$ cat src/rtl/core/tapered_mix_accumulate_assert.svh
// ----------------------------------------------------------------------------
// tapered_mix_accumulate_assert.svh
// Assertion macros for the mix accumulator; compiled out with NO_ASSERTIONS.
// ----------------------------------------------------------------------------
`ifndef TAPERED_MIX_ACCUMULATE_ASSERT_SVH
`define TAPERED_MIX_ACCUMULATE_ASSERT_SVH
`ifndef NO_ASSERTIONS
// same-cycle implication
`define TMA_ASSERT_SAME(label, clk, rst_n, a, b) \
    label: assert property (@(posedge clk) disable iff (!(rst_n)) (a) |-> (b)) \
        else $error("tma assertion failed");
// next-cycle implication
`define TMA_ASSERT_NEXT(label, clk, rst_n, a, b) \
    label: assert property (@(posedge clk) disable iff (!(rst_n)) (a) |=> (b)) \
        else $error("tma assertion failed");
`else
`define TMA_ASSERT_SAME(label, clk, rst_n, a, b)
`define TMA_ASSERT_NEXT(label, clk, rst_n, a, b)
`endif
`endif

$ cat src/rtl/core/tma_pkg.sv
// ----------------------------------------------------------------------------
// tma_pkg
// Types and constants shared by the mix accumulator modules.
// ----------------------------------------------------------------------------
`default_nettype none
package tma_pkg;

    localparam int unsigned TMA_BUFFER_DEPTH = 65536;
    localparam int unsigned CMD_ADDR_W       = 17;
    localparam int unsigned CFG_IDX_W        = 3;
    localparam int unsigned CFG_DATA_W       = 17;

    // register indexes
    localparam logic [CFG_IDX_W-1:0] REG_START  = 3'd0;
    localparam logic [CFG_IDX_W-1:0] REG_LENGTH = 3'd1;
    localparam logic [CFG_IDX_W-1:0] REG_TAPER  = 3'd2;
    localparam logic [CFG_IDX_W-1:0] REG_LEVEL  = 3'd3;
    localparam logic [CFG_IDX_W-1:0] REG_SUB    = 3'd4;

    typedef enum logic [1:0] {OP_MIX, OP_READ, OP_WRITE} t_op;
    typedef enum logic [1:0] {ST_OK, ST_RANGE, ST_SAT} t_status;
    typedef enum logic [1:0] {K_MIX, K_READ, K_WRITE, K_FLAG} t_kind;

    typedef struct packed {
        logic [1:0]         op;
        logic [15:0]        address;
        logic signed [31:0] value;
    } t_in;

    typedef struct packed {
        logic signed [31:0] data;
        logic [1:0]         status;
        logic               pass_done;
    } t_out;

    typedef struct packed {
        logic [15:0] start_offset;
        logic [16:0] mix_length;
        logic [15:0] taper_length;
        logic [15:0] mix_level;
        logic        subtract_mode;
    } t_cfg;

    // classified word passed from front to back
    typedef struct packed {
        t_kind                  kind;
        logic [CMD_ADDR_W-1:0]  addr;
        logic signed [31:0]     value;
        logic [15:0]            tden;
        logic [15:0]            tnum;
        logic                   unity;
        logic                   done;
    } t_cmd;

    // back status seen by the top level
    typedef struct packed {
        logic clearing;
        logic out_load;
    } t_back_stat;

endpackage
`default_nettype wire

$ cat src/rtl/core/tma_queue.sv
// ----------------------------------------------------------------------------
// tma_queue
// Two-entry command queue between front and back.
// ----------------------------------------------------------------------------
`default_nettype none
module tma_queue import tma_pkg::*; (
    input  wire logic i_clk,
    input  wire logic i_rst_n,
    input  wire logic i_push,
    input  t_cmd      i_cmd,
    output logic      o_full,
    input  wire logic i_pop,
    output t_cmd      o_cmd,
    output logic      o_empty
);
    localparam int unsigned QD = 2;
    localparam int unsigned PW = $clog2(QD);

    t_cmd              r_q [QD];
    logic [PW-1:0]     r_wp, r_rp;
    logic [PW:0]       r_cnt;

    assign o_full  = (r_cnt == (PW+1)'(QD));
    assign o_empty = (r_cnt == '0);
    assign o_cmd   = r_q[r_rp];

    // storage
    always_ff @(posedge i_clk) begin
        if (i_push) begin
            r_q[r_wp] <= i_cmd;
        end
    end

    // pointers
    always_ff @(posedge i_clk) begin
        if (!i_rst_n) begin
            r_wp  <= '0;
            r_rp  <= '0;
            r_cnt <= '0;
        end else begin
            if (i_push) r_wp <= r_wp + 1'b1;
            if (i_pop)  r_rp <= r_rp + 1'b1;
            if (i_push && !i_pop)      r_cnt <= r_cnt + 1'b1;
            else if (!i_push && i_pop) r_cnt <= r_cnt - 1'b1;
        end
    end
endmodule
`default_nettype wire

$ cat config.mk
export PLATFORM = sky130hd
export DESIGN_NAME = tma_queue
export DESIGN_NICKNAME = d
export VERILOG_FILES = /design/src/rtl/core/tapered_mix_accumulate_assert.svh /design/src/rtl/core/tma_pkg.sv /design/src/rtl/core/tma_queue.sv
export SDC_FILE = /design/constraint.sdc
export NUM_CORES = 1
export LEC_CHECK = 0
export ABC_AREA = 1
export CAP_MARGIN = 15
export CORE_UTILIZATION = 55
export CTS_CLUSTER_DIAMETER = 80
export DETAILED_ROUTE_END_ITERATION = 8
export DONT_BUFFER_PORTS = 1
export PLACE_DENSITY = 0.7
export SYNTH_ARGS = -nofsm -noshare
export SYNTH_HDL_FRONTEND = slang
export SYNTH_SLANG_ARGS = --single-unit
export TNS_END_PERCENT = 20
$ cat constraint.sdc
create_clock -name i_clk -period 5.02 [get_ports i_clk]
set_clock_uncertainty 0.05 [all_clocks]
set_input_delay 0 -clock i_clk [delete_from_list [all_inputs] [get_ports i_clk]]
set_output_delay 0 -clock i_clk [all_outputs]
set_load 0.01 [all_outputs]
==> flow_summary_export.csv, run 1 <==
group,metric,value,unit
run,cap_viol_max_count,0,
sta,finalHoldViolations,0,
power,power_frac_seq,0.502,
sta,fin_crit_sh,0.453,
logic_synthesis,syn_area_per_cell,21.3,um^2
global_routing,antenna_found_initial,0,
power,leakagePower,2.79,nW
global_routing,grt_usage,0.190,
global_routing,grt_pass1_vias,3098,
power,p_sw_frac,0.210,
layout,antenna_cells,0,
clock_network,cts_resized,0,
floorplanning,initial_core_util,0.575,
worst_setup_path,end_kind,"register",
route,drc,0,
clock_network,cts_buffer_depth,2,
logic_synthesis,yosys.area.top_type_share,0.802,
worst_setup_path,crit_type,"register to register",
status,status,"complete, no violations",
sta,setup_slack,2740,ps
route,drt-initial-drc-count,131,
logic_synthesis,ys_warn_count,0,
clock_network,clkTransAtPathRegs,70,ps
power,power_frac_comb,0.075,
sta,tightest_slew,834,ps
worst_setup_path,required,5000,ps
layout,layout_commonest_cell,"edfxtp_1",
placed_design,routabilityCongestion,0.696,
sta,setup_tns,0,ps
logic_synthesis,syn-cell-area,6370,um^2
floorplanning,rows,38,
logic_synthesis,syn-num-nets,389,
logic_synthesis,yosysTopAreaCell,"edfxtp_1",
placed_design,pre_cts_ws,2770,ps
route,num_vias,3016,
layout,nets,493,
clock_network,htreeDepth,4,
layout,area_growth,27.2,%
placed_design,port_buffers,0,
sta,slew_headroom,0.443,
layout,final_cell_mix,"170 x edfxtp_1, 90 x dlygate4sd3_1, 50 x mux2_1, 35 x mux2_2, 17 x clkbuf_16",
global_routing,grt_max_degree,86,
clock_network,cts_made_buffers,17,
route,ant_nets,0,
route,dr.pass1.iters,4,
power,power_density,421,nW/um^2
sta,max_freq,0.439,GHz
global_routing,grt_pass1_wl,16200,um
power,power.share.clock,0.423,
floorplanning,dieWidth,110,um
power,ir_drop,238,uV
worst_setup_path,cp_max_fo,57,
worst_setup_path,cp_data_arrival_time,2260,ps
floorplanning,dieArea,12000,um^2
sta,rsz0062_at_grt,"no",
power,p_switching,0.717,mW
placed_design,place_hpwl,6340,um
sta,maxSlewViolCount,0,
clock_network,cts_tree,"built",
clock_network,post_cts_buffers,0,
floorplanning,core-area,11100,um^2
route,wl_per_cell,20.5,um
clock_network,cts.sinks,175,
power,power,3.41,mW
logic_synthesis,synth-seq-cells,175,
logic_synthesis,postSynthCellCount,299,
floorplanning,die_h,110,um
worst_setup_path,crit_path_start_kind,"register",
layout,nFillCells,688,
logic_synthesis,synth_cell_type_count,15,
logic_synthesis,yosysSeqAreaShare,0.817,
sta,setup_viol,0,
clock_network,root_buffer,"clkbuf_16",
layout,drive_gt1_frac,0.175,
clock_network,clock_latency,410,ps
hold_path,min_path_type,"input pin to register",
sta,finalCriticalPeriod,2280,ps
route,via_per_inst,5.42,
floorplanning,io_pins,176,
power,p_int,2.69,mW
global_routing,gr-total-overflow,0,
route,drt_wl_total,11400,um
logic_synthesis,synth_area_leaders,"edfxtp_1 80%, mux2_1 8.8%, mux2_2 6.2%",
worst_setup_path,ff2ff_setup_slack,2740,ps
worst max-delay path, stage by stage (launching register included):
cell	delay, ps
dfxtp_1	360
nor2_4	670
buf_4	750
cell families (layout without fill, tap and decap cells):
logic type               count (synthesis)  in the layout  share of synthesized area
adder cells (fa/ha/maj)                  1              1                    0.00196
AO/OA/AOI/OAI                            2              2                    0.00157
AND/OR/NAND/NOR                         19             19                     0.0118
flip-flops                             175            175                      0.817
buffers and inverters                   17            134                     0.0171
multiplexers                            85             85                      0.150
worst paths after layout:
kind,from,endpoint,depth (start not counted)
hold reg to reg,r_rp,register,2
setup reg to reg,r_wp,r_q[0][35],2
setup / recovery,r_wp,r_q[0][35],2
hold / removal,i_cmd[68],r_q[1][68],1
metal layers:
layer / GRT usage / up-vias / wire [um]
met2: 0.330 / 122 / 5980
li1: - / 1378 / -
met3: 0.0753 / 12 / 1050
met4: 0.0733 / 0 / 129
met1: 0.210 / 1504 / 4260
met5: 0 / - / 0
layout make-up:
cell class | count | area (um^2) | area share
inverter | 8 | 31.3 | 0.00386
multi-input combinational | 107 | 1060 | 0.131
tap | 140 | 175 | 0.0216
clock buffer | 17 | 425 | 0.0525
sequential | 175 | 5210 | 0.643
timing repair buffer | 94 | 971 | 0.120
clock inverter | 15 | 230 | 0.0284
through the flow:
stage,utilization,hold WS (ps),instance area [um^2],std cells
2_1_floorplan,-,48.9,6370,299
3_3_place_gp,0.586,48.9,6490,432
3_5_place_dp,0.586,48.9,6490,432
4_1_cts,0.727,167,8050,554
5_1_grt,0.732,170,8100,556
6_report,0.732,189,8100,556
sequential cells by signal, indices dropped and copies added (netlist names), named ones only:
register and cells:
r_cnt 2, r_q 170, r_rp 1, r_wp 1
power groups by stage:
stage	Sequential (mW)	Clock, mW	Combinational [mW]
after floorplan	1.74	0	0.156
after global placement	1.76	0	0.164
after detailed placement	1.76	0	0.165
after CTS	1.73	1.46	0.235
after global routing	1.72	1.52	0.275
final	1.71	1.44	0.256
Yosys cell counts:
cell	count
inv_1	8
buf_2	3
buf_4	1
a21oi_1	1
mux2_2	35
dfxtp_1	5
mux2_1	50
buf_6	5
o21ai_0	1
nand2_1	8
nand3_1	1
nor2_1	9
ha_1	1
edfxtp_1	170
nand4_1	1
timing repair:
| item | in CTS | in global routing |
|---|---|---|
| endpoints found under the hold margin | 203 | 0 |
| endpoints found under the setup margin | 0 | 0 |
| hold buffers | 90 | 0 |
Power figures use the tool's default switching activity.
==> run 2: changes to the inputs <==
--- a/config.mk
+++ b/config.mk
@@ -11,7 +11,7 @@
 export CTS_CLUSTER_DIAMETER = 80
 export DETAILED_ROUTE_END_ITERATION = 8
 export DONT_BUFFER_PORTS = 1
-export PLACE_DENSITY = 0.7
+export PLACE_DENSITY = 0.73
 export SYNTH_ARGS = -nofsm -noshare
 export SYNTH_HDL_FRONTEND = slang
 export SYNTH_SLANG_ARGS = --single-unit
==> constraint.sdc (replaced) <==
create_clock -name i_clk -period 1.95 [get_ports i_clk]
set_clock_uncertainty 0.05 [all_clocks]
set_input_delay 0 -clock i_clk [delete_from_list [all_inputs] [get_ports i_clk]]
set_output_delay 0 -clock i_clk [all_outputs]
set_load 0.01 [all_outputs]
==> flow_summary_export.csv, run 2 (synthesis results as in run 1) <==
group,metric,value,unit
status,status,"complete, no violations",
clock_network,clock_latency,410,ps
power,ir_drop,617,uV
placed_design,place_hpwl,6430,um
power,power,8.78,mW
placed_design,routabilityCongestion,0.692,
route,dr.pass1.iters,4,
route,drt-initial-drc-count,125,
worst_setup_path,cp_num_buf_inv,2,
hold_path,hold_path_end,"r_cnt[1]",
worst_setup_path,cpMaxStageDelayCell,"dlygate4sd3_1",
global_routing,grt_usage,0.189,
worst_setup_path,required,2190,ps
floorplanning,dieArea,12000,um^2
layout,antenna_cells,0,
route,wl_per_cell,19.9,um
sta,holdWs,55.0,ps
run,cap_viol_max_count,0,
sta,finalCriticalPeriod,1830,ps
layout,final_cell_mix,"170 x edfxtp_1, 92 x dlygate4sd3_1, 50 x mux2_1, 35 x mux2_2, 17 x clkbuf_16",
power,power_frac_comb,0.077,
worst_setup_path,timing.rr.end,"r_wp",
clock_network,cts_tree,"built",
global_routing,grt_max_degree,86,
power,power_density,1070,nW/um^2
layout,nFillCells,671,
power,p_int,7.04,mW
floorplanning,die_h,110,um
power,power_frac_seq,0.502,
power,leakagePower,2.81,nW
power,p_switching,1.74,mW
sta,tightest_slew,487,ps
sta,fin_crit_sh,0.938,
global_routing,gr-total-overflow,0,
route,drc,0,
placed_design,pre_cts_ws,562,ps
worst_setup_path,crit_path_start_kind,"register",
worst_setup_path,rr_worst_depth,5,
placed_design,place_area,6600,um^2
layout,final_area,8180,um^2
layout,area_growth,28.5,%
route,drt_wl_total,11200,um
worst_setup_path,end_kind,"register",
clock_network,root_buffer,"clkbuf_16",
layout,largest_reg_flops,170,
sta,setup_tns,0,ps
sta,rsz0062_at_grt,"no",
floorplanning,dieWidth,110,um
worst_setup_path,slowest_delay,560,ps
layout,reg_top3,"r_q: 170 flops, r_cnt: 2 flops",
clock_network,htreeDepth,4,
sta,setup_slack,122,ps
global_routing,antenna_found_initial,0,
worst_setup_path,crit_type,"register to register",
sta,maxSlewViolCount,0,
worst_setup_path,cp_max_fo,3,
clock_network,post_cts_buffers,0,
hold_path,min_path_cells,7,
worst_setup_path,cp_common_cell,"dlygate4sd3_1",
layout,drive_gt1_frac,0.181,
worst_setup_path,r2r_start,"r_wp",
clock_network,cts_buffer_depth,2,
worst_setup_path,crit_chain,"nand2_2 -> nand2_1 -> dlygate4sd3_1 -> nor2_1 -> dlygate4sd3_1",
global_routing,grt_pass1_wl,16300,um
hold_path,hold_start,"i_pop",
floorplanning,io_pins,176,
power,p_sw_frac,0.198,
worst_setup_path,cp_data_arrival_time,2070,ps
sta,setup_viol,0,
layout,top_register,"r_q",
layout,layout_commonest_cell,"edfxtp_1",
sta,slew_headroom,0.674,
floorplanning,rows,38,
route,via_per_inst,5.44,
worst_setup_path,ff2ff_setup_slack,120,ps
floorplanning,initial_core_util,0.575,
power,power.share.clock,0.421,
clock_network,cts.sinks,175,
hold_path,min_path_type,"input pin to register",
sta,finalHoldViolations,0,
floorplanning,core-area,11100,um^2
layout,nets,497,
clock_network,clkTransAtPathRegs,60,ps
worst_setup_path,cpLargestDelayFamily,"buffers and inverters",
route,ant_nets,0,
placed_design,port_buffers,0,
route,num_vias,3047,
clock_network,cts_made_buffers,17,
sta,max_freq,0.547,GHz
global_routing,grt_pass1_vias,3141,
[run 2: worst max path at each step]
stage / start / endpoint / slack, ps / cells past startpoint
floorplan: r_wp / r_q[1][0] / -140 / 2
global placement: r_wp / r_q[0][73] / 580 / 2
detailed placement: r_wp / r_q[0][57] / 560 / 2
CTS: r_wp / r_wp / 160 / 5
global route: r_wp / r_wp / 70 / 5
finish: r_wp / r_wp / 120 / 5
[run 2: stage by stage]
| stage | std cells | util |
|---|---|---|
| final | 560 | 0.739 |
| after global routing | 560 | 0.739 |
| after CTS | 560 | 0.739 |
| after detailed placement | 436 | 0.596 |
| after global placement | 436 | 0.596 |
| after floorplan | 299 | - |
[run 2: worst reg2reg max path, cell delays in order, from the launching register on]
cell and delay (ps):
dfxtp_2 360, nand2_2 80, nand2_1 70, dlygate4sd3_1 560, nor2_1 40, dlygate4sd3_1 550
[run 2: layout make-up]
cell class              instances  area (um^2)  area share
clock buffers                  22          474      0.0579
clock inverters                10          185      0.0226
inverters                       8         33.8     0.00413
multi-input cells             107         1060       0.130
flip-flops and latches        175         5210       0.637
well taps                     140          175      0.0214
repair buffers                 98         1040       0.127
[run 2: per-layer routing]
layer | global-route usage | share of wire | up-vias
met4 | 0.0676 | 0.011 | 0
met2 | 0.310 | 0.50 | 124
met3 | 0.0788 | 0.095 | 13
li1 | - | - | 1385
met1 | 0.225 | 0.39 | 1525
met5 | 0 | 0 | -
[run 2: what timing repair did]
item | CTS | global route
resized for setup | 0 | 0
hold endpoints to repair | 184 | 0
hold buffers | 92 | 0
[run 2: power by group through the flow]
stage	combinational [mW]	sequential (mW)	clock, mW
floorplan	0.404	4.47	0
global placement	0.493	4.48	0
detailed placement	0.500	4.49	0
CTS	0.682	4.41	3.75
global route	0.728	4.43	3.89
finish	0.676	4.41	3.69
==> run 3: changes to the inputs <==
--- a/config.mk
+++ b/config.mk
@@ -11,7 +11,7 @@
 export CTS_CLUSTER_DIAMETER = 80
 export DETAILED_ROUTE_END_ITERATION = 8
 export DONT_BUFFER_PORTS = 1
-export PLACE_DENSITY = 0.73
+export PLACE_DENSITY = 0.7
 export SYNTH_ARGS = -nofsm -noshare
 export SYNTH_HDL_FRONTEND = slang
 export SYNTH_SLANG_ARGS = --single-unit
==> constraint.sdc (replaced) <==
create_clock -name i_clk -period 1.7 [get_ports i_clk]
set_clock_uncertainty 0.05 [all_clocks]
set_input_delay 0 -clock i_clk [delete_from_list [all_inputs] [get_ports i_clk]]
set_output_delay 0 -clock i_clk [all_outputs]
set_load 0.01 [all_outputs]
==> flow_summary_export.csv, run 3 (synthesis results as in run 1) <==
group,metric,value,unit
status,status,"complete, no violations",
sta,finalHoldViolations,0,
floorplanning,rows,38,
placed_design,port_buffers,0,
worst_setup_path,slowest_delay,470,ps
run,cap_viol_max_count,0,
floorplanning,die_h,110,um
power,power_density,1160,nW/um^2
worst_setup_path,cp_max_fo,38,
layout,multi_input_area,1060,um^2
floorplanning,initial_core_util,0.575,
floorplanning,dieWidth,110,um
sta,fin_crit_sh,0.956,
layout,reg_top3,"r_q: 170 flops, r_cnt: 2 flops",
worst_setup_path,end_kind,"output pin",
sta,holdWs,29.0,ps
clock_network,cts.sinks,175,
floorplanning,core-area,11100,um^2
clock_network,cts_made_buffers,17,
worst_setup_path,cp_num_buf_inv,1,
layout,regArea,5210,um^2
placed_design,routabilityCongestion,0.710,
layout,top_register,"r_q",
hold_path,min_path_cells,7,
worst_setup_path,r2r_start,"r_wp",
placed_design,place_hpwl,6470,um
global_routing,grt_usage,0.178,
route,drt-initial-drc-count,147,
route,num_vias,3001,
worst_setup_path,cp_data_arrival_time,1570,ps
sta,setup_slack,75.4,ps
layout,antenna_cells,0,
route,drt_wl_total,10700,um
worst_setup_path,rr_worst_depth,4,
worst_setup_path,crit_path_start_kind,"register",
power,power,9.46,mW
worst_setup_path,cpLargestDelayFamily,"flip-flops",
hold_path,hold_start,"i_pop",
layout,final_cell_mix,"170 x edfxtp_1, 90 x dlygate4sd3_1, 50 x mux2_1, 35 x mux2_2, 17 x clkbuf_16",
layout,nFillCells,644,
layout,layout_commonest_cell,"edfxtp_1",
clock_network,clock_latency,400,ps
global_routing,grt_pass1_wl,15400,um
route,drc,0,
layout,stdcell_count,566,
worst_setup_path,ff2ff_setup_slack,450,ps
sta,maxSlewViolCount,0,
floorplanning,io_pins,176,
hold_path,min_path_type,"input pin to register",
sta,finalCriticalPeriod,1620,ps
layout,drive_gt1_frac,0.197,
sta,setup_viol,0,
layout,area_growth,27.6,%
hold_path,hold_path_end,"r_cnt[1]",
sta,setup_tns,0,ps
layout,largest_reg_flops,170,
power,leakagePower,2.79,nW
clock_network,root_buffer,"clkbuf_16",
worst_setup_path,crit_chain,"buf_12 -> mux2_1",
worst_setup_path,timing.rr.end,"r_wp",
route,dr.pass1.iters,4,
global_routing,grt_max_degree,45,
global_routing,antenna_found_initial,0,
sta,max_freq,0.616,GHz
sta,slew_headroom,0.821,
clock_network,cts_tree,"built",
clock_network,htreeDepth,4,
placed_design,pre_cts_ws,457,ps
global_routing,gr-total-overflow,0,
clock_network,clkTransAtPathRegs,70,ps
placed_design,dp.cells,437,
route,wl_per_cell,18.9,um
route,via_per_inst,5.30,
floorplanning,dieArea,12000,um^2
global_routing,grt_pass1_vias,3050,
clock_network,cts_buffer_depth,2,
sta,tightest_slew,267,ps
worst_setup_path,crit_type,"register to output pin",
power,ir_drop,643,uV
worst_setup_path,cpMaxStageDelayCell,"dfxtp_4",
layout,nets,503,
route,ant_nets,0,
worst_setup_path,required,1650,ps
run 3: report_power, final:
group	internal [mW]	leakage [nW]	switching (mW)	total (mW)
clock network	2.03	0.270	1.59	3.63
registers	4.99	1.64	0.0642	5.05
logic	0.362	0.884	0.421	0.783
total	7.38	2.79	2.08	9.46
run 3: area by class of cell:
class / count / area share
timing repair buffer: 104 / 0.133
clock inverter: 15 / 0.0168
clock buffer: 17 / 0.0523
multi-input combinational: 107 / 0.131
inverter: 8 / 0.00416
sequential: 175 / 0.641
tap: 140 / 0.0216
run 3: worst max-delay path by stage:
stage / from / cells after the start / slack (ps) / to
floorplan: r_wp / 2 / -390 / r_q[1][0]
global placement: register / 2 / 470 / o_cmd[46]
detailed placement: register / 2 / 460 / o_cmd[46]
CTS: register / 2 / 20 / o_cmd[46]
global route: register / 2 / -1 / o_cmd[46]
finish: register / 2 / 80 / o_cmd[46]
run 3: layer usage:
metal / vias to the layer above / wire length, um / part of all wire / track usage
met1: 1473 / 4360 / 0.41 / 0.215
li1: 1391 / - / - / -
met3: 4 / 937 / 0.087 / 0.0658
met4: 0 / 47 / 0.0044 / 0.0629
met2: 133 / 5380 / 0.50 / 0.296
met5: - / 0 / 0 / 0
run 3: worst min-delay path, cell delays in order:
cell and delay, ps:
inv_1 40, ha_1 130, inv_1 50, nand3_1 70, nand2_1 50, inv_1 60
nor2_1 50
run 3: timing repair:
item / 4_1_cts / 5_1_grt
hold endpoints to repair: 175 / 0
hold buffers: 90 / 0
endpoints found under the setup margin: 0 / 52
buffers inserted: 0 / 7
resized for setup: 0 / 0
run 3: per-stage QoR:
stage           util  cell area, um^2
5_1_grt        0.734             8130
2_1_floorplan      -             6380
3_5_place_dp   0.597             6610
6_report       0.734             8130
3_3_place_gp   0.597             6610
4_1_cts        0.729             8070
