<file path="config.mk">
export PLATFORM = sky130hd
export DESIGN_NAME = tma_front
export DESIGN_NICKNAME = d
export VERILOG_FILES = /design/src/rtl/core/tapered_mix_accumulate_assert.svh /design/src/rtl/core/tma_pkg.sv /design/src/rtl/core/tma_front.sv
export SDC_FILE = /design/constraint.sdc
export NUM_CORES = 1
export LEC_CHECK = 0
export ABC_CLOCK_PERIOD_IN_PS = 8700
export CORE_ASPECT_RATIO = 1.2
export CORE_MARGIN = 5
export CORE_UTILIZATION = 40
export DETAILED_ROUTE_END_ITERATION = 8
export DONT_BUFFER_PORTS = 1
export GPL_ROUTABILITY_DRIVEN = 0
export GPL_TIMING_DRIVEN = 0
export PLACE_DENSITY_LB_ADDON = 0.08
export SYNTH_ARGS = -nofsm -noshare
export SYNTH_HDL_FRONTEND = slang
export SYNTH_SLANG_ARGS = --single-unit
</file>
<file path="constraint.sdc">
create_clock -name i_clk -period 8.7 [get_ports i_clk]
set_input_delay 0.435 -clock i_clk [delete_from_list [all_inputs] [get_ports i_clk]]
set_output_delay 0.435 -clock i_clk [all_outputs]
set_load 0.02 [all_outputs]
</file>
<file path="src/rtl/core/tapered_mix_accumulate_assert.svh">
// ----------------------------------------------------------------------------
// tapered_mix_accumulate_assert.svh
// Assertion macros for the mix accumulator; compiled out with NO_ASSERTIONS.
// ----------------------------------------------------------------------------
`ifndef TAPERED_MIX_ACCUMULATE_ASSERT_SVH
`define TAPERED_MIX_ACCUMULATE_ASSERT_SVH
`ifndef NO_ASSERTIONS
// same-cycle implication
`define TMA_ASSERT_SAME(label, clk, rst_n, a, b) \
    label: assert property (@(posedge clk) disable iff (!(rst_n)) (a) |-> (b)) \
        else $error("tma assertion failed");
// next-cycle implication
`define TMA_ASSERT_NEXT(label, clk, rst_n, a, b) \
    label: assert property (@(posedge clk) disable iff (!(rst_n)) (a) |=> (b)) \
        else $error("tma assertion failed");
`else
`define TMA_ASSERT_SAME(label, clk, rst_n, a, b)
`define TMA_ASSERT_NEXT(label, clk, rst_n, a, b)
`endif
`endif

</file>
<file path="src/rtl/core/tma_pkg.sv">
// ----------------------------------------------------------------------------
// tma_pkg
// Types and constants shared by the mix accumulator modules.
// ----------------------------------------------------------------------------
`default_nettype none
package tma_pkg;

    localparam int unsigned TMA_BUFFER_DEPTH = 65536;
    localparam int unsigned CMD_ADDR_W       = 17;
    localparam int unsigned CFG_IDX_W        = 3;
    localparam int unsigned CFG_DATA_W       = 17;

    // register indexes
    localparam logic [CFG_IDX_W-1:0] REG_START  = 3'd0;
    localparam logic [CFG_IDX_W-1:0] REG_LENGTH = 3'd1;
    localparam logic [CFG_IDX_W-1:0] REG_TAPER  = 3'd2;
    localparam logic [CFG_IDX_W-1:0] REG_LEVEL  = 3'd3;
    localparam logic [CFG_IDX_W-1:0] REG_SUB    = 3'd4;

    typedef enum logic [1:0] {OP_MIX, OP_READ, OP_WRITE} t_op;
    typedef enum logic [1:0] {ST_OK, ST_RANGE, ST_SAT} t_status;
    typedef enum logic [1:0] {K_MIX, K_READ, K_WRITE, K_FLAG} t_kind;

    typedef struct packed {
        logic [1:0]         op;
        logic [15:0]        address;
        logic signed [31:0] value;
    } t_in;

    typedef struct packed {
        logic signed [31:0] data;
        logic [1:0]         status;
        logic               pass_done;
    } t_out;

    typedef struct packed {
        logic [15:0] start_offset;
        logic [16:0] mix_length;
        logic [15:0] taper_length;
        logic [15:0] mix_level;
        logic        subtract_mode;
    } t_cfg;

    // classified word passed from front to back
    typedef struct packed {
        t_kind                  kind;
        logic [CMD_ADDR_W-1:0]  addr;
        logic signed [31:0]     value;
        logic [15:0]            tden;
        logic [15:0]            tnum;
        logic                   unity;
        logic                   done;
    } t_cmd;

    // back status seen by the top level
    typedef struct packed {
        logic clearing;
        logic out_load;
    } t_back_stat;

endpackage
`default_nettype wire

</file>
<file path="src/rtl/core/tma_front.sv">
// ----------------------------------------------------------------------------
// tma_front
// Accepts words, tracks pass position and frame count, classifies each
// word and computes its fade ramp terms.
// ----------------------------------------------------------------------------
`default_nettype none
module tma_front import tma_pkg::*; #(
    parameter int unsigned BUFFER_DEPTH = TMA_BUFFER_DEPTH
) (
    input  wire logic i_clk,
    input  wire logic i_rst_n,
    input  t_cfg      i_cfg,
    input  wire logic i_clearing,
    input  wire logic i_push,
    input  t_in       i_in,
    output logic      o_full,
    output logic      o_q_push,
    output t_cmd      o_q_cmd,
    input  wire logic i_q_full
);
    localparam logic [31:0] DEPTH_W = 32'(BUFFER_DEPTH);

    logic [16:0] r_sample_index, r_frame_count;
    logic        r_s1_valid;
    logic [1:0]  r_s1_op;
    logic [15:0] r_s1_addr;
    logic signed [31:0] r_s1_val;
    logic [16:0] r_s1_i;
    logic [15:0] r_s1_t, r_s1_half;
    logic        r_s1_done;

    logic        accept;
    logic [16:0] n, i_cur;
    logic [17:0] i_inc;
    logic        done;
    logic [15:0] half, t;

    // stage 1: pass position and clamped taper
    always_comb begin
        accept = i_push && !o_full;
        n      = (i_cfg.mix_length == '0) ? 17'd1 : i_cfg.mix_length;
        i_cur  = (r_sample_index >= n) ? '0 : r_sample_index;
        i_inc  = {1'b0, i_cur} + 18'd1;
        done   = (i_inc >= {1'b0, n});
        half   = n[16:1];
        if ({i_cfg.taper_length, 1'b0} > n) begin
            t = (half >= 16'd3) ? half - 16'd1 : 16'd1;
        end else begin
            t = i_cfg.taper_length;
        end
    end

    logic [16:0] d, pos, fc_sum, fc;
    logic signed [18:0] e_raw;
    logic [15:0] e;
    logic        rng_bad;

    // stage 2: ramp position, range checks, classification
    always_comb begin
        d = (r_s1_i >= {1'b0, r_s1_half}) ? r_s1_i - {1'b0, r_s1_half}
                                           : {1'b0, r_s1_half} - r_s1_i;
        e_raw = $signed({2'b0, d}) + $signed({3'b0, r_s1_t})
              - $signed({3'b0, r_s1_half});
        if (e_raw < 0)                             e = '0;
        else if (e_raw > $signed({3'b0, r_s1_t})) e = r_s1_t;
        else                                       e = e_raw[15:0];
        pos    = {1'b0, i_cfg.start_offset} + r_s1_i;
        fc_sum = {1'b0, i_cfg.start_offset} + i_cfg.mix_length
               + {16'd0, (i_cfg.mix_length == '0)};
        fc     = (32'(fc_sum) > DEPTH_W) ? 17'(BUFFER_DEPTH) : fc_sum;
        rng_bad = ({1'b0, r_s1_addr} >= r_frame_count) || (32'(r_s1_addr) >= DEPTH_W);

        o_q_push      = r_s1_valid && !i_q_full;
        o_q_cmd.value = r_s1_val;
        o_q_cmd.tden  = r_s1_t;
        o_q_cmd.tnum  = r_s1_t - e;
        o_q_cmd.unity = (r_s1_t == '0) || (e == '0);
        o_q_cmd.done  = 1'b0;
        o_q_cmd.addr  = {1'b0, r_s1_addr};
        case (r_s1_op)
            OP_MIX: begin
                o_q_cmd.done = r_s1_done;
                o_q_cmd.addr = pos;
                o_q_cmd.kind = (32'(pos) >= DEPTH_W) ? K_FLAG : K_MIX;
            end
            OP_READ:  o_q_cmd.kind = rng_bad ? K_FLAG : K_READ;
            OP_WRITE: o_q_cmd.kind = rng_bad ? K_FLAG : K_WRITE;
            default:  o_q_cmd.kind = K_FLAG;
        endcase
    end

    assign o_full = i_clearing || (r_s1_valid && i_q_full);

    // stage 1 payload
    always_ff @(posedge i_clk) begin
        if (accept) begin
            r_s1_op   <= i_in.op;
            r_s1_addr <= i_in.address;
            r_s1_val  <= i_in.value;
            r_s1_i    <= i_cur;
            r_s1_t    <= t;
            r_s1_half <= half;
            r_s1_done <= done;
        end
    end

    // control state
    always_ff @(posedge i_clk) begin
        if (!i_rst_n) begin
            r_s1_valid     <= 1'b0;
            r_sample_index <= '0;
            r_frame_count  <= '0;
        end else begin
            if (accept)        r_s1_valid <= 1'b1;
            else if (o_q_push) r_s1_valid <= 1'b0;
            if (accept && i_in.op == OP_MIX) begin
                r_sample_index <= done ? '0 : i_inc[16:0];
            end
            // frame count grows at the first sample of a pass
            if (o_q_push && r_s1_op == OP_MIX && r_s1_i == '0 && fc > r_frame_count) begin
                r_frame_count <= fc;
            end
        end
    end
endmodule
`default_nettype wire

</file>
==> results of run 1 <==
-- synth_stat cells, types with 19 or more instances --
| library cell | count | share of area (%) |
|---|---|---|
| a21o_1 | 55 | 3.1 |
| ha_1 | 200 | 19 |
| nor2_1 | 121 | 3.5 |
| mux2i_1 | 19 | 1.4 |
| nand2_1 | 62 | 1.8 |
| inv_1 | 154 | 4.4 |
| mux2_2 | 30 | 2.6 |
| edfxtp_1 | 100 | 23 |
| o21a_1 | 26 | 1.5 |
| xnor2_1 | 66 | 4.4 |
| xor2_1 | 28 | 1.9 |
| o21ai_0 | 64 | 2.4 |
| fa_1 | 22 | 3.4 |
| nor3_1 | 26 | 0.99 |
| clkbuf_1 | 46 | 1.3 |
| nand4_1 | 35 | 1.7 |
| nand3_1 | 37 | 1.4 |
| dfxtp_1 | 35 | 5.3 |
| a21oi_1 | 91 | 3.5 |
-- state kept, by name, indices dropped and copies added, names as in the netlist, 2 cells and up --
register	count
r_s1_i	17
r_s1_t	16
r_s1_op	2
r_frame_count	17
r_s1_val	32
r_s1_addr	16
r_sample_index	17
r_s1_half	16
-- layout by cell type, fill, tap and decap left out, types with 35 or more instances in the layout --
master and count:
xnor2_1 55, clkbuf_1 36, a21oi_1 73, nor2_1 118, o21ai_0 56, inv_1 145
nand2_1 55, nand4_1 35, edfxtp_1 100, a21o_1 55, dfxtp_1 35, ha_1 167
buf_4 60
-- timing repair --
item,CTS,global route
pin swaps,61,64
endpoints found under the hold margin,0,0
hold buffers,0,0
endpoints found under the setup margin,16,12
gates resized for setup,123,61
setup buffers,46,21
cloned,1,1
-- kinds of logic (layout without fill, tap and decap cells) --
group	after synthesis	in the layout	share of synthesized area [%]
AOI/OAI and AO/OA	363	363	18.5
adders and majority gates	222	222	22.4
xor gates and xnor gates	94	94	6.28
DFF	135	135	28.2
muxes	49	49	4.03
buffers and inverters	205	292	5.95
and+or+nand+nor	388	388	14.6
-- cell type report --
cell class | instances | area, µm²
fillers | 3055 | 16600
multi-input cells | 1116 | 9620
flip-flops and latches | 135 | 3700
repair buffers | 68 | 604
inverters | 154 | 581
well taps | 407 | 509
clock buffers | 18 | 429
plain buffers | 39 | 185
clock inverters | 13 | 123
-- worst register-to-register path: cells and delay by family, from the launching register on --
family                   cells  cell delay (ps)
flip-flops                   1              350
AO/OA/AOI/OAI               11             2090
buffers and inverters        3              820
adder cells (fa/ha/maj)      3              870
AND/OR/NAND/NOR             11             2580
XOR/XNOR                     1              130
-- worst max-delay path by stage --
stage | start | to | slack [ps] | cells after the start
3_5_place_dp | r_s1_i[8] | o_q_cmd[17] | -1810 | 41
3_3_place_gp | r_s1_i[8] | o_q_cmd[17] | -1760 | 41
4_1_cts | r_s1_i[1] | o_q_cmd[16] | -570 | 44
5_1_grt | r_s1_i[1] | o_q_cmd[16] | -990 | 43
6_report | r_s1_i[8] | o_q_cmd[16] | -600 | 42
2_1_floorplan | r_s1_i[4] | o_q_cmd[16] | 50 | 45
-- where the power goes --
| group | total [mW] | switching, mW | internal (mW) |
|---|---|---|---|
| clock network | 0.687 | 0.293 | 0.394 |
| logic | 1.89 | 1.04 | 0.853 |
| registers | 0.759 | 0.0393 | 0.719 |
| total | 3.34 | 1.37 | 1.97 |
-- stage by stage --
step | util [%] | hold WS [ps]
after floorplan | - | 441
final | 48.7 | 95.5
after CTS | 47.1 | 76.5
after global placement | 42.2 | 457
after global routing | 48.7 | 76.9
after detailed placement | 42.3 | 462
-- metal layers --
layer | vias up | routed length [µm]
met2 | 298 | 21000
met3 | 71 | 2230
met4 | 0 | 1700
li1 | 5402 | -
met1 | 5234 | 16700
met5 | - | 0
==> impl_results.md, run 1 <==
* Status: complete, but fails checks
* Failing checks: negative setup slack
* DRC Markers at 0
* Vias in the first global route at 11357
* CP max-delay cell: fa_1
* Total of max-cap violations at 0
* CTS sink count at 135
* Max H-tree Level at 4
* Rel. slew slack at 32.4%
* Power Total at 3.34 mW
* Initial antenna violation count at 0
* Period minus WS final at 9300 ps
* RSZ-0062 raised after global routing: yes
* Area after DPL at 13700 µm²
* Buf/Inv on CP at 7
* Unique cell type count in the Yosys netlist at 66
* Gr ovfl total at 0
* Cells after Synth at 1456
* Place WS at -1810 ps
* Setup TNS Final at -2260 ps
* Final Slew Violations at 0
* Reg-to-Reg End: r_sample_index[14]
* Number of nets in the layout at 1874
* Actual slew at the worst max-slew pin at 1010 ps
* Avg Cell Area, Syn at 9.01 µm²
* Sequential fraction of the synthesis area at 28.2%
* Endpoints failing hold at 0
* Met3 usage at 4.83%
* Die X at 175 µm
* Antenna Cells at 0
* FP Rows at 72
* Hold path depth at 0
* Crit path top cell by count: a21oi_2
* GR Layer Usage met1 at 25.1%
* Asr flop ratio synth at 0%
* Reg-to-reg startpoint: r_sample_index[0]
* Total core area at 32300 µm²
* CP top delay family: compound AO/OA/AOI/OAI gates
* Final instance area at 15800 µm²
* Layout area overhead at 20.1%
* LEAKAGE at 6.71 nW
* DR vias/cell at 5.64
* Crit Path Max Fanout at 9
* Synthesized area at 13100 µm²
* Die Y at 208 µm
* Clock root buffer: clkbuf_16
* Most Used Layer, Global Route: met2
* Die area at 36500 µm²
* Tcrit/Tclk final at 107%
* Num CTS Buffers at 17
* Min-Delay Path Class: input pin to flop
* CP Launch Type: flop
* Clock Skews at 15.0 ps
* Fmax at 108 MHz
* Final Setup Violations at 7
* Cell Pwr Density at 212 nW/µm²
* VDD IR max at 0.138 mV
* Gr usage total at 22.2%
* Clock Tree Buf Depth at 2
* Yosys reg bits at 135
* Post-DP HPWL at 33400 µm
* Iter 0 DRT Violations at 568
* I/O Pins at 208
* Synth Net Count at 1799
* Via count at 11005
* Endpoint, Worst Hold: r_s1_val[11]
* Kind of critical path: flop to output port
* Share of layout cells above drive strength 1 at 18.1%
* Finished Layout Cells at 1950
* Register-to-Register Path Depth at 29
* Yosys warns at 0
* Endpoint type of the worst setup path: output port
* CTS tree: yes
* Post-Route WL at 41600 µm
* Clock Latency Late Sink at 430 ps
* Pin count of the biggest net entering global routing at 52
* Met2 global-route usage at 40.3%
* R2R Setup Slk at 1780 ps
* Clock transition at the registers of the reported paths at 60 ps
* Drt first pass iters at 5
* Post-synth top flop: edfxtp_1
* EDFF count, synth at 100
* Placed instance count at 1864
* IO Port Bufs at 0
* Critical Path AT at 8870 ps
* Final antenna-violating net count at 0
* Starting Density at 40.6%
* Worst path max stage delay at 490 ps
* Final routed wire length divided by cell count at 21.4 µm
* Hold Crit Start: i_in[11]
* First-pass GRT wire length at 63400 µm
* Required @ worst endpoint at 8270 ps
* Setup WS post-layout at -600 ps
Power figures use the tool's default switching activity.
==> run 2, diff against run 1 <==
- REMOVE_ABC_BUFFERS: default -> 1
==> impl_results.md, run 2 (same netlist as run 1, synthesis figures left out) <==
* Status: complete, but fails checks
* Setup TNS Final at -2990 ps
* Share of layout cells above drive strength 1 at 17.5%
* Clock Tree Buf Depth at 2
* Crit Path Max Fanout at 7
* Total of max-cap violations at 0
* Final antenna-violating net count at 0
* Final instance area at 15500 µm²
* RSZ-0062 raised after global routing: yes
* Clock Skews at 11.9 ps
* Final routed wire length divided by cell count at 21.4 µm
* Max reg flops at 32
* Number of nets in the layout at 1842
* CP Launch Type: flop
* Gr usage total at 22.0%
* CP max-delay cell: fa_1
* Critical Path AT at 8940 ps
* Post-DP HPWL at 32400 µm
* Most common cell after layout, fill and taps aside: ha_1
* Multi-input logic area at 9470 µm²
* Switching Fraction at 40.2%
* P_sw at 1.31 mW
* Max H-tree Level at 4
* LEAKAGE at 6.67 nW
* Tcrit/Tclk final at 108%
* Endpoint type of the worst setup path: output port
* Total core area at 32300 µm²
* Final Setup Violations at 7
* Gr ovfl total at 0
* Kind of critical path: flop to output port
* Clock root buffer: clkbuf_16
* DRC Markers at 0
* Clock network fraction of total power at 22.8%
* Min-Delay Path Class: input pin to flop
* Initial antenna violation count at 0
* Num CTS Buffers at 17
* Drt first pass iters at 5
* Area after DPL at 13500 µm²
* IO Port Bufs at 0
* Antenna Cells at 0
* Period minus WS final at 9370 ps
* Die Y at 208 µm
* CTS sink count at 135
* Starting Density at 40.6%
* Crit path top cell by count: ha_4
* Via count at 10847
* Fillers at 3106
* Clock transition at the registers of the reported paths at 70 ps
* Post-Route WL at 41000 µm
* Failing checks: negative setup slack
* Iter 0 DRT Violations at 538
* Pint at 1.95 mW
* Cell Pwr Density at 211 nW/µm²
* I/O Pins at 208
* Endpoints failing hold at 0
* Worst path max stage delay at 560 ps
* Commonest non-fill, non-tap cells in the layout: ha_1, inv_1, nor2_1
* Fmax at 107 MHz
* First-pass GRT wire length at 63000 µm
* Power Total at 3.26 mW
* DR vias/cell at 5.65
* Largest Register: r_s1_val
* Setup WS post-layout at -673 ps
* Place WS at -2330 ps
* Vias in the first global route at 11303
* Sequential power share at 23.2%
* FP Rows at 72
* FF/Latch Area at 3700 µm²
* Final Slew Violations at 0
* Required @ worst endpoint at 8270 ps
* Die area at 36500 µm²
* VDD IR max at 0.146 mV
* Hold_buf cts at 0
* CTS tree: yes
* Rel. slew slack at 20.8%
* Clock Latency Late Sink at 440 ps
* Layout area overhead at 18.0%
* Die X at 175 µm
* Combinational group share of total power at 53.9%
* Actual slew at the worst max-slew pin at 1180 ps
* Pin count of the biggest net entering global routing at 53
[run 2: changes by cell type in the layout (fill, tap and decap cells not counted), moves of 4 or more]
cell        delta
a21oi_2        -5
clkinvlp_4     -4
ha_4           -6
nand2_1        +4
buf_4          +4
clkbuf_1      -35
clkinv_4       +4
[run 2: repair_timing]
item | 4_1_cts | 5_1_grt
resized for setup | 109 | 44
endpoints found under the setup margin | 17 | 14
buffers inserted | 52 | 22
cloned | 1 | 0
pin swaps | 61 | 44
[run 2: stage by stage]
stage | std cells | utilization (%) | hold slack, ps
floorplan | 1405 | - | 441
global placement | 1812 | 41.5 | 455
detailed placement | 1816 | 41.8 | 469
CTS | 1900 | 46.6 | 73.5
global route | 1919 | 47.8 | 71.5
finish | 1919 | 47.8 | 89.8
[run 2: final timing paths]
path,slack [ps],endpoint,from,cells past startpoint
worst min register to register,480,r_s1_valid,r_s1_valid,2
worst max-delay path,-670,o_q_cmd[16],r_s1_i[4],43
worst min-delay path,90,r_s1_addr[3],i_in[35],0
worst max register to register,2100,r_sample_index[16],r_sample_index[0],28
[run 2: worst max-delay path: cells and delay by family, from the launching register on]
kind / cells / cell delay, ps
compound gates: 21 / 3920
fa+ha+maj: 5 / 1590
buf+inv: 7 / 870
simple gates: 6 / 800
mux: 2 / 480
flops: 1 / 460
xor+xnor: 2 / 370
[run 2: final cells by class]
cell class | instances | area share [%]
Clock buffer | 18 | 2.77
Multi-Input combinational cell | 1117 | 61.2
Timing Repair Buffer | 74 | 3.94
Tap cell | 407 | 3.29
Inverter | 154 | 3.75
Sequential cell | 135 | 23.9
Clock inverter | 14 | 1.12
[run 2: power groups by stage]
stage | Clock, mW | Combinational, mW | Sequential (mW)
global route | 0.790 | 1.91 | 0.761
CTS | 0.762 | 1.60 | 0.759
global placement | 0 | 1.27 | 0.776
finish | 0.745 | 1.76 | 0.759
floorplan | 0 | 1.02 | 0.760
detailed placement | 0 | 1.29 | 0.772
[run 2: per-layer routing]
metal / global-route usage, % / part of all wire [%] / up-vias
met4: 7.15 / 3.2 / 0
li1: - / - / 5336
met1: 24.8 / 40 / 5210
met2: 40.9 / 52 / 244
met3: 4.90 / 4.8 / 57
met5: 0 / 0 / -
==> run 3, diff against run 2 <==
- BUFFER_PORTS_ARGS: default -> -buffer_cell sky130_fd_sc_hd__clkbuf_2
- CORE_UTILIZATION: 40 -> 45
- DONT_BUFFER_PORTS: 1 -> default
==> impl_results.md, run 3 (same netlist as run 1, synthesis figures left out) <==
* Status: complete, but fails checks
* Failing checks: negative setup slack
* Antenna Cells at 0
* Fmax at 107 MHz
* Share of layout cells above drive strength 1 at 27.7%
* Cell Pwr Density at 207 nW/µm²
* Largest Register: r_s1_val
* Tcrit/Tclk final at 107%
* Place WS at -2210 ps
* Clock Tree Buf Depth at 2
* Final Setup Violations at 9
* Period minus WS final at 9300 ps
* Die area at 32700 µm²
* Actual slew at the worst max-slew pin at 1300 ps
* Pin count of the biggest net entering global routing at 65
* Commonest non-fill, non-tap cells in the layout: clkbuf_2, ha_1, inv_1
* Clock Skews at 11.4 ps
* Clock Latency Late Sink at 430 ps
* I/O Pins at 208
* FP Rows at 68
* CTS sink count at 135
* Post-Route WL at 40500 µm
* Buf/Inv on CP at 16
* First-pass GRT wire length at 62900 µm
* Hold path depth at 1
* Gr ovfl total at 0
* Vias in the first global route at 12175
* Final Slew Violations at 0
* Most common cell after layout, fill and taps aside: clkbuf_2
* Die Y at 197 µm
* Drt first pass iters at 5
* Die X at 166 µm
* Reg-to-reg startpoint: r_sample_index[0]
* CTS tree: yes
* Layout area overhead at 26.4%
* Via count at 11725
* CP top delay family: compound AO/OA/AOI/OAI gates
* Gr usage total at 24.0%
* Crit path top cell by count: buf_6
* Final routed wire length divided by cell count at 19.2 µm
* CP Launch Type: flop
* R2R Setup Slk at 1960 ps
* RSZ-0062 raised after global routing: yes
* Crit Path Max Fanout at 7
* Num CTS Buffers at 17
* Required @ worst endpoint at 8270 ps
* Min-Delay Path Class: input pin to flop
* Total core area at 28800 µm²
* Register-to-Register Path Depth at 28
* Clock transition at the registers of the reported paths at 70 ps
* Worst path max stage delay at 450 ps
* Iter 0 DRT Violations at 595
* Post-DP HPWL at 31500 µm
* Clock root buffer: clkbuf_16
* Endpoint, Worst Hold: r_s1_addr[1]
* Critical Path AT at 8870 ps
* CP max-delay cell: fa_1
* Kind of critical path: flop to output port
* Setup WS post-layout at -602 ps
* Max H-tree Level at 4
* Reg-to-Reg End: r_sample_index[4]
* DR vias/cell at 5.56
* Initial antenna violation count at 0
* Starting Density at 45.6%
* Final antenna-violating net count at 0
* Max reg flops at 32
* LEAKAGE at 7.57 nW
* IO Port Bufs at 190
* Number of nets in the layout at 2054
* Rel. slew slack at 12.7%
* VDD IR max at 0.199 mV
* Endpoint type of the worst setup path: output port
* Total of max-cap violations at 0
* Hold WS at 173 ps
* DRC Markers at 0
* Hold Crit Start: i_in[33]
* Endpoints failing hold at 0
run 3: worst max path at each step:
stage / startpoint / end / slack, ps / cells past startpoint
finish: r_s1_i[15] / o_q_cmd[8] / -600 / 46
global route: r_s1_i[1] / o_q_cmd[16] / -1020 / 45
CTS: r_s1_half[2] / o_q_cmd[16] / -630 / 44
detailed placement: r_s1_i[14] / o_q_cmd[17] / -2210 / 39
global placement: r_s1_i[14] / o_q_cmd[17] / -3140 / 39
floorplan: r_s1_half[10] / o_q_cmd[16] / -1060 / 39
run 3: stage by stage:
stage | std cells | total power, mW | util (%) | cell area (µm²) | setup TNS, ps
3_5_place_dp | 1984 | 2.18 | 50.2 | 14400 | -20050
2_1_floorplan | 1405 | 1.78 | - | 12900 | -5780
5_1_grt | 2109 | 3.64 | 57.7 | 16600 | -7560
4_1_cts | 2087 | 3.27 | 56.1 | 16100 | -3300
3_3_place_gp | 1980 | 2.15 | 49.9 | 14300 | -43890
6_report | 2109 | 3.44 | 57.7 | 16600 | -3580
run 3: worst register-to-register path: cells and delay by family (launching register included):
| kind | cells | cell delay (ps) |
|---|---|---|
| simple gates | 11 | 2530 |
| compound gates | 11 | 2520 |
| flops | 1 | 370 |
| xor+xnor | 1 | 130 |
| buf+inv | 2 | 310 |
| fa+ha+maj | 3 | 820 |
run 3: power breakdown:
group / total [mW] / internal [mW] / switching (mW)
Combinational: 1.97 / 0.906 / 1.06
Sequential: 0.742 / 0.718 / 0.0239
Clock: 0.729 / 0.414 / 0.315
run 3: cell type report:
cell class	instances	area, µm²
Multi-Input combinational cell	1118	9460
Inverter	154	581
Fill cell	2628	12200
Clock inverter	14	149
Tap cell	385	482
Clock buffer	18	439
Sequential cell	135	3700
Timing Repair Buffer	285	1770
run 3: metal layers:
| layer | wire [µm] | track usage [%] |
|---|---|---|
| met5 | 0 | 0 |
| met4 | 1920 | 12.0 |
| met3 | 1830 | 3.84 |
| met2 | 20400 | 43.5 |
| met1 | 16400 | 27.4 |
run 3: timing repair:
action,4_1_cts,5_1_grt
cloned,2,0
hold buffers,0,0
setup endpoints to repair,17,13
pin swaps,57,62
gates resized for setup,120,58
setup buffers,70,22
